$ cat config.mk
export PLATFORM = sky130hd
export DESIGN_NAME = rgb_to_hsv_pixel
export DESIGN_NICKNAME = d
export VERILOG_FILES = /design/src/rtl/core/rth_pkg.sv /design/src/rtl/core/rth_extrema.sv /design/src/rtl/core/rth_sector.sv /design/src/rtl/core/rth_div_stage.sv /design/src/rtl/core/rgb_to_hsv_pixel.sv
export SDC_FILE = /design/constraint.sdc
export NUM_CORES = 1
export LEC_CHECK = 0
export ABC_AREA = 1
export BUFFER_PORTS_ARGS = -buffer_cell sky130_fd_sc_hd__buf_2
export CORE_MARGIN = 2
export CORE_UTILIZATION = 64
export DETAILED_ROUTE_END_ITERATION = 10
export GPL_TIMING_DRIVEN = 1
export MAX_ROUTING_LAYER = met4
export PLACE_DENSITY = 0.91
export SETUP_SLACK_MARGIN = 0.15
export SLEW_MARGIN = 25
export SYNTH_ARGS = -nofsm -noshare
export SYNTH_HDL_FRONTEND = slang
export SYNTH_SLANG_ARGS = --single-unit
$ cat constraint.sdc
create_clock -name clk -period 6.1 [get_ports clk]
set_clock_uncertainty 0.1 [all_clocks]
set_input_delay 0.61 -clock clk [delete_from_list [all_inputs] [get_ports clk]]
set_output_delay 0.61 -clock clk [all_outputs]
set_load 0.03 [all_outputs]
$ cat src/rtl/core/rth_pkg.sv
// ============================================================================
// rth_pkg
// Shared widths, sector codes and pipeline word types for the RGB to HSV
// converter.
// ============================================================================
package rth_pkg;

    localparam int COMP_W          = 8;
    localparam int FRAC_BITS       = 16;
    localparam int SPAN_W          = 11;
    localparam int STEPS_PER_STAGE = 2;
    localparam int DIV_STAGES      = FRAC_BITS / STEPS_PER_STAGE;

    typedef enum logic [1:0] {
        SEC_RED,
        SEC_GREEN,
        SEC_BLUE
    } sector_t;

    // Word leaving the extrema stage
    typedef struct packed {
        logic [COMP_W-1:0] mx;
        logic [COMP_W-1:0] mn;
        sector_t           sel;
        logic [COMP_W-1:0] p;
        logic [COMP_W-1:0] q;
    } ext_word_t;

    // Word carried through the divider stages
    typedef struct packed {
        logic                 zero;
        logic [FRAC_BITS:0]   bri;
        logic [COMP_W-1:0]    mx;
        logic [COMP_W-1:0]    sat_rem;
        logic [FRAC_BITS:0]   sat_q;
        logic [SPAN_W-1:0]    span;
        logic [SPAN_W-1:0]    hue_rem;
        logic [FRAC_BITS-1:0] hue_q;
    } div_word_t;

endpackage

$ cat src/rtl/core/rth_extrema.sv
// ============================================================================
// rth_extrema
// First stage: find the largest and smallest component and the hue sector.
// ============================================================================
module rth_extrema (
    input  logic                      clk,
    input  logic                      rst_n,
    input  logic                      in_valid,
    output logic                      in_ready,
    input  logic [rth_pkg::COMP_W-1:0] red,
    input  logic [rth_pkg::COMP_W-1:0] green,
    input  logic [rth_pkg::COMP_W-1:0] blue,
    output logic                      out_valid,
    input  logic                      out_ready,
    output rth_pkg::ext_word_t        out_word
);

    logic               valid_reg;
    rth_pkg::ext_word_t word_reg;
    rth_pkg::ext_word_t word_next;

    always_comb
    begin
        word_next.mx = (red > green) ? red : green;
        if (blue > word_next.mx)
        begin
            word_next.mx = blue;
        end
        word_next.mn = (red < green) ? red : green;
        if (blue < word_next.mn)
        begin
            word_next.mn = blue;
        end
        // red wins ties, then green
        priority if (red == word_next.mx)
        begin
            word_next.sel = rth_pkg::SEC_RED;
            word_next.p   = green;
            word_next.q   = blue;
        end
        else if (green == word_next.mx)
        begin
            word_next.sel = rth_pkg::SEC_GREEN;
            word_next.p   = blue;
            word_next.q   = red;
        end
        else
        begin
            word_next.sel = rth_pkg::SEC_BLUE;
            word_next.p   = red;
            word_next.q   = green;
        end
    end

    assign in_ready  = !valid_reg || out_ready;
    assign out_valid = valid_reg;
    assign out_word  = word_reg;

    always_ff @(posedge clk or negedge rst_n)
    begin
        if (!rst_n)
        begin
            valid_reg <= 1'b0;
        end
        else if (in_ready)
        begin
            valid_reg <= in_valid;
        end
    end

    always_ff @(posedge clk)
    begin
        if (in_valid && in_ready)
        begin
            word_reg <= word_next;
        end
    end

endmodule

$ cat src/rtl/core/rth_sector.sv
// ============================================================================
// rth_sector
// Second stage: spread, hue numerator, brightness and the first quotient bit.
// ============================================================================
module rth_sector (
    input  logic               clk,
    input  logic               rst_n,
    input  logic               in_valid,
    output logic               in_ready,
    input  rth_pkg::ext_word_t in_word,
    output logic               out_valid,
    input  logic               out_ready,
    output rth_pkg::div_word_t out_word
);

    localparam int CW = rth_pkg::COMP_W;
    localparam int SW = rth_pkg::SPAN_W;
    localparam int FB = rth_pkg::FRAC_BITS;

    logic               valid_reg;
    rth_pkg::div_word_t word_reg;
    rth_pkg::div_word_t word_next;

    logic [CW-1:0] d;
    logic [SW-1:0] span;
    logic [SW-1:0] base;
    logic [CW:0]   diff;
    logic [SW:0]   tsum;
    logic [SW:0]   twrap;

    always_comb
    begin
        d    = in_word.mx - in_word.mn;
        span = {1'b0, d, 2'b00} + {2'b00, d, 1'b0};
        diff = {1'b0, in_word.p} - {1'b0, in_word.q};
        unique case (in_word.sel)
            rth_pkg::SEC_RED:   base = '0;
            rth_pkg::SEC_GREEN: base = {2'b00, d, 1'b0};
            rth_pkg::SEC_BLUE:  base = {1'b0, d, 2'b00};
            default:            base = '0;
        endcase
        tsum  = {1'b0, base} + {{(SW - CW){diff[CW]}}, diff};
        // wrap a negative offset back onto the circle
        twrap = tsum + {1'b0, span};

        word_next.zero    = (d == '0);
        word_next.bri     = {1'b0, in_word.mx, {(FB - CW){1'b0}}}
                          + {{(FB + 1 - CW){1'b0}}, in_word.mx}
                          + {{FB{1'b0}}, (in_word.mx == {CW{1'b1}})};
        word_next.mx      = in_word.mx;
        word_next.span    = span;
        word_next.hue_rem = tsum[SW] ? twrap[SW-1:0] : tsum[SW-1:0];
        word_next.hue_q   = '0;
        if (d == in_word.mx)
        begin
            word_next.sat_q   = {{FB{1'b0}}, 1'b1};
            word_next.sat_rem = '0;
        end
        else
        begin
            word_next.sat_q   = '0;
            word_next.sat_rem = d;
        end
    end

    assign in_ready  = !valid_reg || out_ready;
    assign out_valid = valid_reg;
    assign out_word  = word_reg;

    always_ff @(posedge clk or negedge rst_n)
    begin
        if (!rst_n)
        begin
            valid_reg <= 1'b0;
        end
        else if (in_ready)
        begin
            valid_reg <= in_valid;
        end
    end

    always_ff @(posedge clk)
    begin
        if (in_valid && in_ready)
        begin
            word_reg <= word_next;
        end
    end

endmodule

$ cat src/rtl/core/rth_div_stage.sv
// ============================================================================
// rth_div_stage
// One divider stage: STEPS_PER_STAGE restoring steps of both quotients.
// ============================================================================
module rth_div_stage (
    input  logic               clk,
    input  logic               rst_n,
    input  logic               in_valid,
    output logic               in_ready,
    input  rth_pkg::div_word_t in_word,
    output logic               out_valid,
    input  logic               out_ready,
    output rth_pkg::div_word_t out_word
);

    localparam int CW = rth_pkg::COMP_W;
    localparam int SW = rth_pkg::SPAN_W;
    localparam int FB = rth_pkg::FRAC_BITS;

    logic               valid_reg;
    rth_pkg::div_word_t word_reg;
    rth_pkg::div_word_t word_next;

    function automatic rth_pkg::div_word_t div_steps(input rth_pkg::div_word_t w);
        rth_pkg::div_word_t o;
        logic [CW:0]        s2;
        logic [SW:0]        h2;
        o = w;
        for (int i = 0; i < rth_pkg::STEPS_PER_STAGE; i++)
        begin
            s2 = {o.sat_rem, 1'b0};
            if (s2 >= {1'b0, o.mx})
            begin
                s2      = s2 - {1'b0, o.mx};
                o.sat_q = {o.sat_q[FB-1:0], 1'b1};
            end
            else
            begin
                o.sat_q = {o.sat_q[FB-1:0], 1'b0};
            end
            o.sat_rem = s2[CW-1:0];

            h2 = {o.hue_rem, 1'b0};
            if (h2 >= {1'b0, o.span})
            begin
                h2      = h2 - {1'b0, o.span};
                o.hue_q = {o.hue_q[FB-2:0], 1'b1};
            end
            else
            begin
                o.hue_q = {o.hue_q[FB-2:0], 1'b0};
            end
            o.hue_rem = h2[SW-1:0];
        end
        return o;
    endfunction

    assign word_next = div_steps(in_word);
    assign in_ready  = !valid_reg || out_ready;
    assign out_valid = valid_reg;
    assign out_word  = word_reg;

    always_ff @(posedge clk or negedge rst_n)
    begin
        if (!rst_n)
        begin
            valid_reg <= 1'b0;
        end
        else if (in_ready)
        begin
            valid_reg <= in_valid;
        end
    end

    always_ff @(posedge clk)
    begin
        if (in_valid && in_ready)
        begin
            word_reg <= word_next;
        end
    end

endmodule

$ cat src/rtl/core/rgb_to_hsv_pixel.sv
// ============================================================================
// rgb_to_hsv_pixel
// Pipelined conversion of 8-bit RGB pixels to hue, saturation, brightness.
// ============================================================================
// Accepts one pixel word per clock as long as the output side does not stall,
// and returns one result word per pixel, in the order the pixels came in.
// The first stage finds the largest and smallest component and the hue
// sector; the second forms the spread, the hue numerator, the brightness
// (max/255 done as a multiply by 257 with a one-bit correction) and the top
// saturation bit. Eight divider stages then retire two quotient bits each of
// the two 16-bit restoring divisions, saturation = spread/max and
// hue = numerator/(6*spread), which set the depth. Every stage has its own
// valid bit and lets a word in when it is empty or its successor moves, so
// bubbles close up under backpressure and nothing is lost or repeated.
// Grey and black pixels report zero hue and saturation.
module rgb_to_hsv_pixel (
    input  logic                         clk,
    input  logic                         rst_n,
    input  logic                         in_valid,
    output logic                         in_ready,
    input  logic [rth_pkg::COMP_W-1:0]   red,
    input  logic [rth_pkg::COMP_W-1:0]   green,
    input  logic [rth_pkg::COMP_W-1:0]   blue,
    output logic                         out_valid,
    input  logic                         out_ready,
    output logic [rth_pkg::FRAC_BITS-1:0] hue,
    output logic [rth_pkg::FRAC_BITS:0]   saturation,
    output logic [rth_pkg::FRAC_BITS:0]   brightness
);

    localparam int NS = rth_pkg::DIV_STAGES;

    // extrema -> sector handshake
    logic               ext_valid;
    logic               ext_ready;
    rth_pkg::ext_word_t ext_word;

    // divider chain: index 0 is the sector stage output
    logic               div_valid [0:NS];
    logic               div_ready [0:NS];
    rth_pkg::div_word_t div_word  [0:NS];

    rth_extrema u_extrema (
        .clk       (clk),
        .rst_n     (rst_n),
        .in_valid  (in_valid),
        .in_ready  (in_ready),
        .red       (red),
        .green     (green),
        .blue      (blue),
        .out_valid (ext_valid),
        .out_ready (ext_ready),
        .out_word  (ext_word)
    );

    rth_sector u_sector (
        .clk       (clk),
        .rst_n     (rst_n),
        .in_valid  (ext_valid),
        .in_ready  (ext_ready),
        .in_word   (ext_word),
        .out_valid (div_valid[0]),
        .out_ready (div_ready[0]),
        .out_word  (div_word[0])
    );

    // Advance both quotients STEPS_PER_STAGE bits per stage
    for (genvar s = 0; s < NS; s++)
    begin : g_div
        rth_div_stage u_div (
            .clk       (clk),
            .rst_n     (rst_n),
            .in_valid  (div_valid[s]),
            .in_ready  (div_ready[s]),
            .in_word   (div_word[s]),
            .out_valid (div_valid[s+1]),
            .out_ready (div_ready[s+1]),
            .out_word  (div_word[s+1])
        );
    end

    assign div_ready[NS] = out_ready;
    assign out_valid     = div_valid[NS];

    // Drop the quotients of grey and black pixels: their hue divisor was zero
    assign hue        = div_word[NS].zero ? '0 : div_word[NS].hue_q;
    assign saturation = div_word[NS].zero ? '0 : div_word[NS].sat_q;
    assign brightness = div_word[NS].bri;

    // ------------------------------------------------------------------------
    // Assertions
    // ------------------------------------------------------------------------
    a_sat_bound: assert property (@(posedge clk) disable iff (!rst_n)
        out_valid |-> (saturation <= {1'b1, {rth_pkg::FRAC_BITS{1'b0}}}))
        else $error("saturation above 1.0");

    a_black_zero: assert property (@(posedge clk) disable iff (!rst_n)
        (out_valid && (brightness == '0)) |-> ((saturation == '0) && (hue == '0)))
        else $error("black pixel with nonzero hue or saturation");

    a_hue_needs_sat: assert property (@(posedge clk) disable iff (!rst_n)
        (out_valid && (hue != '0)) |-> (saturation != '0))
        else $error("hue reported for a grey pixel");

    a_stall_origin: assert property (@(posedge clk) disable iff (!rst_n)
        !in_ready |-> (out_valid && !out_ready))
        else $error("input stalled without output backpressure");

endmodule

==> flow_summary.toml <==
[placed_design]
place_congestion = 0.934
portBuffers = 79
dp_hpwl_mm = 58.4

[synth]
synth_seq_area_share = 0.512
netlist_instances = 3819
synthDistinctLibCells = 61
syn_nets = 4210
yosysWarnings = 0
synthesis.area_sq_um = 37900
synth-edff-count = 638
synth_area_leaders = "edfxtp_1 (51%), ha_1 (11%), nand2_1 (7.7%), inv_1 (4.9%), xor2_1 (3.8%)"
synth_top_area_frac = 0.506
ys_ff_latch = 648
yosysTopAreaCell = "edfxtp_1"
synth_area_per_cell_sq_um = 9.92
synthFlopType = "edfxtp_1"
async_reset_ff_frac = 0.0154

[grt]
grt_start_max_net_pins = 72
grt_use_total = 0.279
grt_first_pass_wirelength_mm = 132
antenna_found_initial = 0
grt_pass1_vias = 26860
gr-total-overflow = 0

[clock_tree]
cts.sinks = 648
cts_buffers = 66
clock_latency_ns = 0.61
htree_num_levels = 3
cts.clk_slew.worst_paths_ns = 0.06
clockBufferDepth = 3
clockRootBuffer = "clkbuf_16"
cts_tree = "built"

[timing]
max-slew-margin-rel = 0.319
tightestPinTransition_ns = 1.02
min_period_over_period = 0.841
hold_viol_final = 0
setup_viol = 0
fmax_ghz = 0.195
final.setup.tns_ns = 0
slew_violations = 0
period_needed_ns = 5.13
rsz0062_at_grt = "false"

[setup_path]
end_kind = "flop"
required_ns = 6.29
start_kind = "flop"
crit_path_top_delay_cell = "a211oi_1"
path_class = "flop to flop"
crit_arrival_ns = 5.33
crit_buf_inv = 1
crit_family = "compound AO/OA/AOI/OAI gates"
crit_path_max_fanout = 19
crit_chain = "inv_1 -> ha_1 -> a21oi_1 -> o21ai_0 -> a21oi_1 -> nand3_2 -> nor2_1 -> a21oi_1 -> ha_1 -> a21oi_1 -> o21ai_0 -> nand2_1 -> o2111ai_1 -> a211oi_1 -> nand2_1 -> nor2_1 -> a21oi_1"
crit_top_cell = "a21oi_1"
max_stage_delay_ns = 0.64

[floorplan]
rows = 89
fp.dieW_um = 247
core_sq_um = 58800
die_area_sq_um = 61200
initial_core_util = 0.644
io_pins = 80
die_height_um = 247

[drt]
remaining_drc_errors = 0
drt-total-wl_mm = 81.9
via_per_inst = 5.76
drt_iter0_markers = 2213
ant_nets = 0
wire_per_inst_um = 17.3
via_count = 27320
drt-pass1-iter-count = 7

[final_layout]
fillers = 4025
num-nets-final = 4307
layout-drive-gt1-share = 0.0726
n_antenna_cell = 0
area_growth_pct = 8.67

[flow_run]
drv_cap = 0

[status]
status = "finished, final reports clean"

[worst_hold_path]
hp-class = "input pin to flop"
-- worst register-to-register path, cell delays in order (launching register included) --
cell and delay, ns:
edfxtp_1 0.40, inv_1 0.17, ha_1 0.29, a21oi_1 0.15, o21ai_0 0.13, a21oi_1 0.24
nand3_2 0.36, nor2_1 0.27, a21oi_1 0.10, ha_1 0.40, a21oi_1 0.18, o21ai_0 0.15
nand2_1 0.09, o2111ai_1 0.15, a211oi_1 0.64, nand2_1 0.52, nor2_1 0.34, a21oi_1 0.11
-- synth_stat cells, types with 15 or more instances --
| library cell | n |
|---|---|
| buf_4 | 22 |
| xor2_1 | 165 |
| nand2_2 | 15 |
| inv_1 | 495 |
| xnor2_1 | 72 |
| fa_1 | 22 |
| nand4_1 | 25 |
| o21ai_0 | 233 |
| edfxtp_1 | 638 |
| clkbuf_1 | 15 |
| ha_1 | 341 |
| nand2_1 | 776 |
| nor2_1 | 219 |
| o21bai_1 | 34 |
| o21ai_1 | 27 |
| buf_2 | 20 |
| nand3_1 | 206 |
| nor3_1 | 42 |
| inv_2 | 19 |
| a21oi_1 | 271 |
-- layer usage --
metal,vias to the layer above,routed length (um),global-route usage
met2,939,41200,0.484
li1,13259,-,-
met5,-,0,-
met4,0,4120,0.141
met3,309,4090,0.0376
met1,12813,32500,0.316
-- logic make-up (layout without fill, tap and decap cells) --
group | count (synthesis) | in the layout | synth area share
AO/OA/AOI/OAI | 642 | 642 | 0.0935
XOR/XNOR | 239 | 239 | 0.0557
adder cells (fa/ha/maj) | 363 | 363 | 0.124
buffers and inverters | 580 | 727 | 0.0616
flip-flops | 648 | 648 | 0.512
multiplexers | 1 | 1 | 0.000297
AND/OR/NAND/NOR | 1346 | 1346 | 0.152
-- per-stage QoR --
step	utilization	setup slack, ns	instances	hold slack (ns)	area [sq um]
final	0.700	0.968	4739	0.143	41200
after global routing	0.700	0.681	4739	0.187	41200
after CTS	0.700	1.17	4739	0.119	41200
after detailed placement	0.663	1.12	4620	0.305	39000
after global placement	0.663	1.19	4620	0.300	39000
after floorplan	-	1.35	3819	0.214	37900
-- layout make-up --
class                   count  area, sq um  share of cell area
flip-flops and latches    648        19400               0.471
multi-input cells        2591        16200               0.393
inverters                 517         1950              0.0473
clock buffers              86         1830              0.0445
well taps                 773          967              0.0235
repair buffers             92          495              0.0120
clock inverters            32          337             0.00818
-- worst paths after layout --
check	from	endpoint	slack (ns)	cells past startpoint
worst max-delay path	g_div[1].u_div.out_word[34]$_DFFE_PP_	g_div[2].u_div.out_word[18]$_DFFE_PP_	0.97	17
worst min-delay path	in_valid	u_extrema.out_valid$_DFFE_PN0N_	0.14	3
worst max register to register	g_div[1].u_div.out_word[34]$_DFFE_PP_	g_div[2].u_div.out_word[18]$_DFFE_PP_	0.97	17
worst min register to register	g_div[4].u_div.out_word[6]$_DFFE_PP_	g_div[5].u_div.out_word[8]$_DFFE_PP_	0.29	0
max in group asynchronous	rst_n	g_div[4].u_div.out_valid$_DFFE_PN0P_	5.35	2
min in group asynchronous	rst_n	g_div[5].u_div.out_valid$_DFFE_PN0P_	0.34	2
-- sequential cells by signal, indices dropped and copies added, names as in the netlist --
name,cells
u_extrema.out_word,34
u_sector.out_valid,1
g_div.u_div.out_word,548
u_sector.out_word,56
g_div.u_div.out_valid,8
u_extrema.out_valid,1
-- cells in the final DEF (no fill, tap or decap), drive strengths merged, types with 4 or more instances in the layout --
master,count
a211oi,9
nand4,27
buf,91
dfrtp,10
nor2,225
o31ai,4
a41oi,4
edfxtp,638
o2111ai,4
or2,18
nand2,793
inv,512
o21ai,265
bufinv,6
xnor2,73
fa,22
a41o,5
xor2,166
a21oi,274
clkbuf,86
a21o,13
clkinvlp,7
o211ai,6
ha,341
a31oi,10
clkinv,24
o311ai,4
nor3,44
nor4,7
nand3,221
o21bai,34
nand3b,6
-- repair_timing --
| item | CTS | global route |
|---|---|---|
| setup endpoints to repair | 0 | 0 |
| resized for setup | 0 | 0 |
| hold endpoints to repair | 10 | 0 |
| buffers inserted | 0 | 0 |
| hold buffers | 1 | 0 |
Power is not shown: default switching activity piles up to over one toggle a cycle in this logic, so the estimate is an artifact.
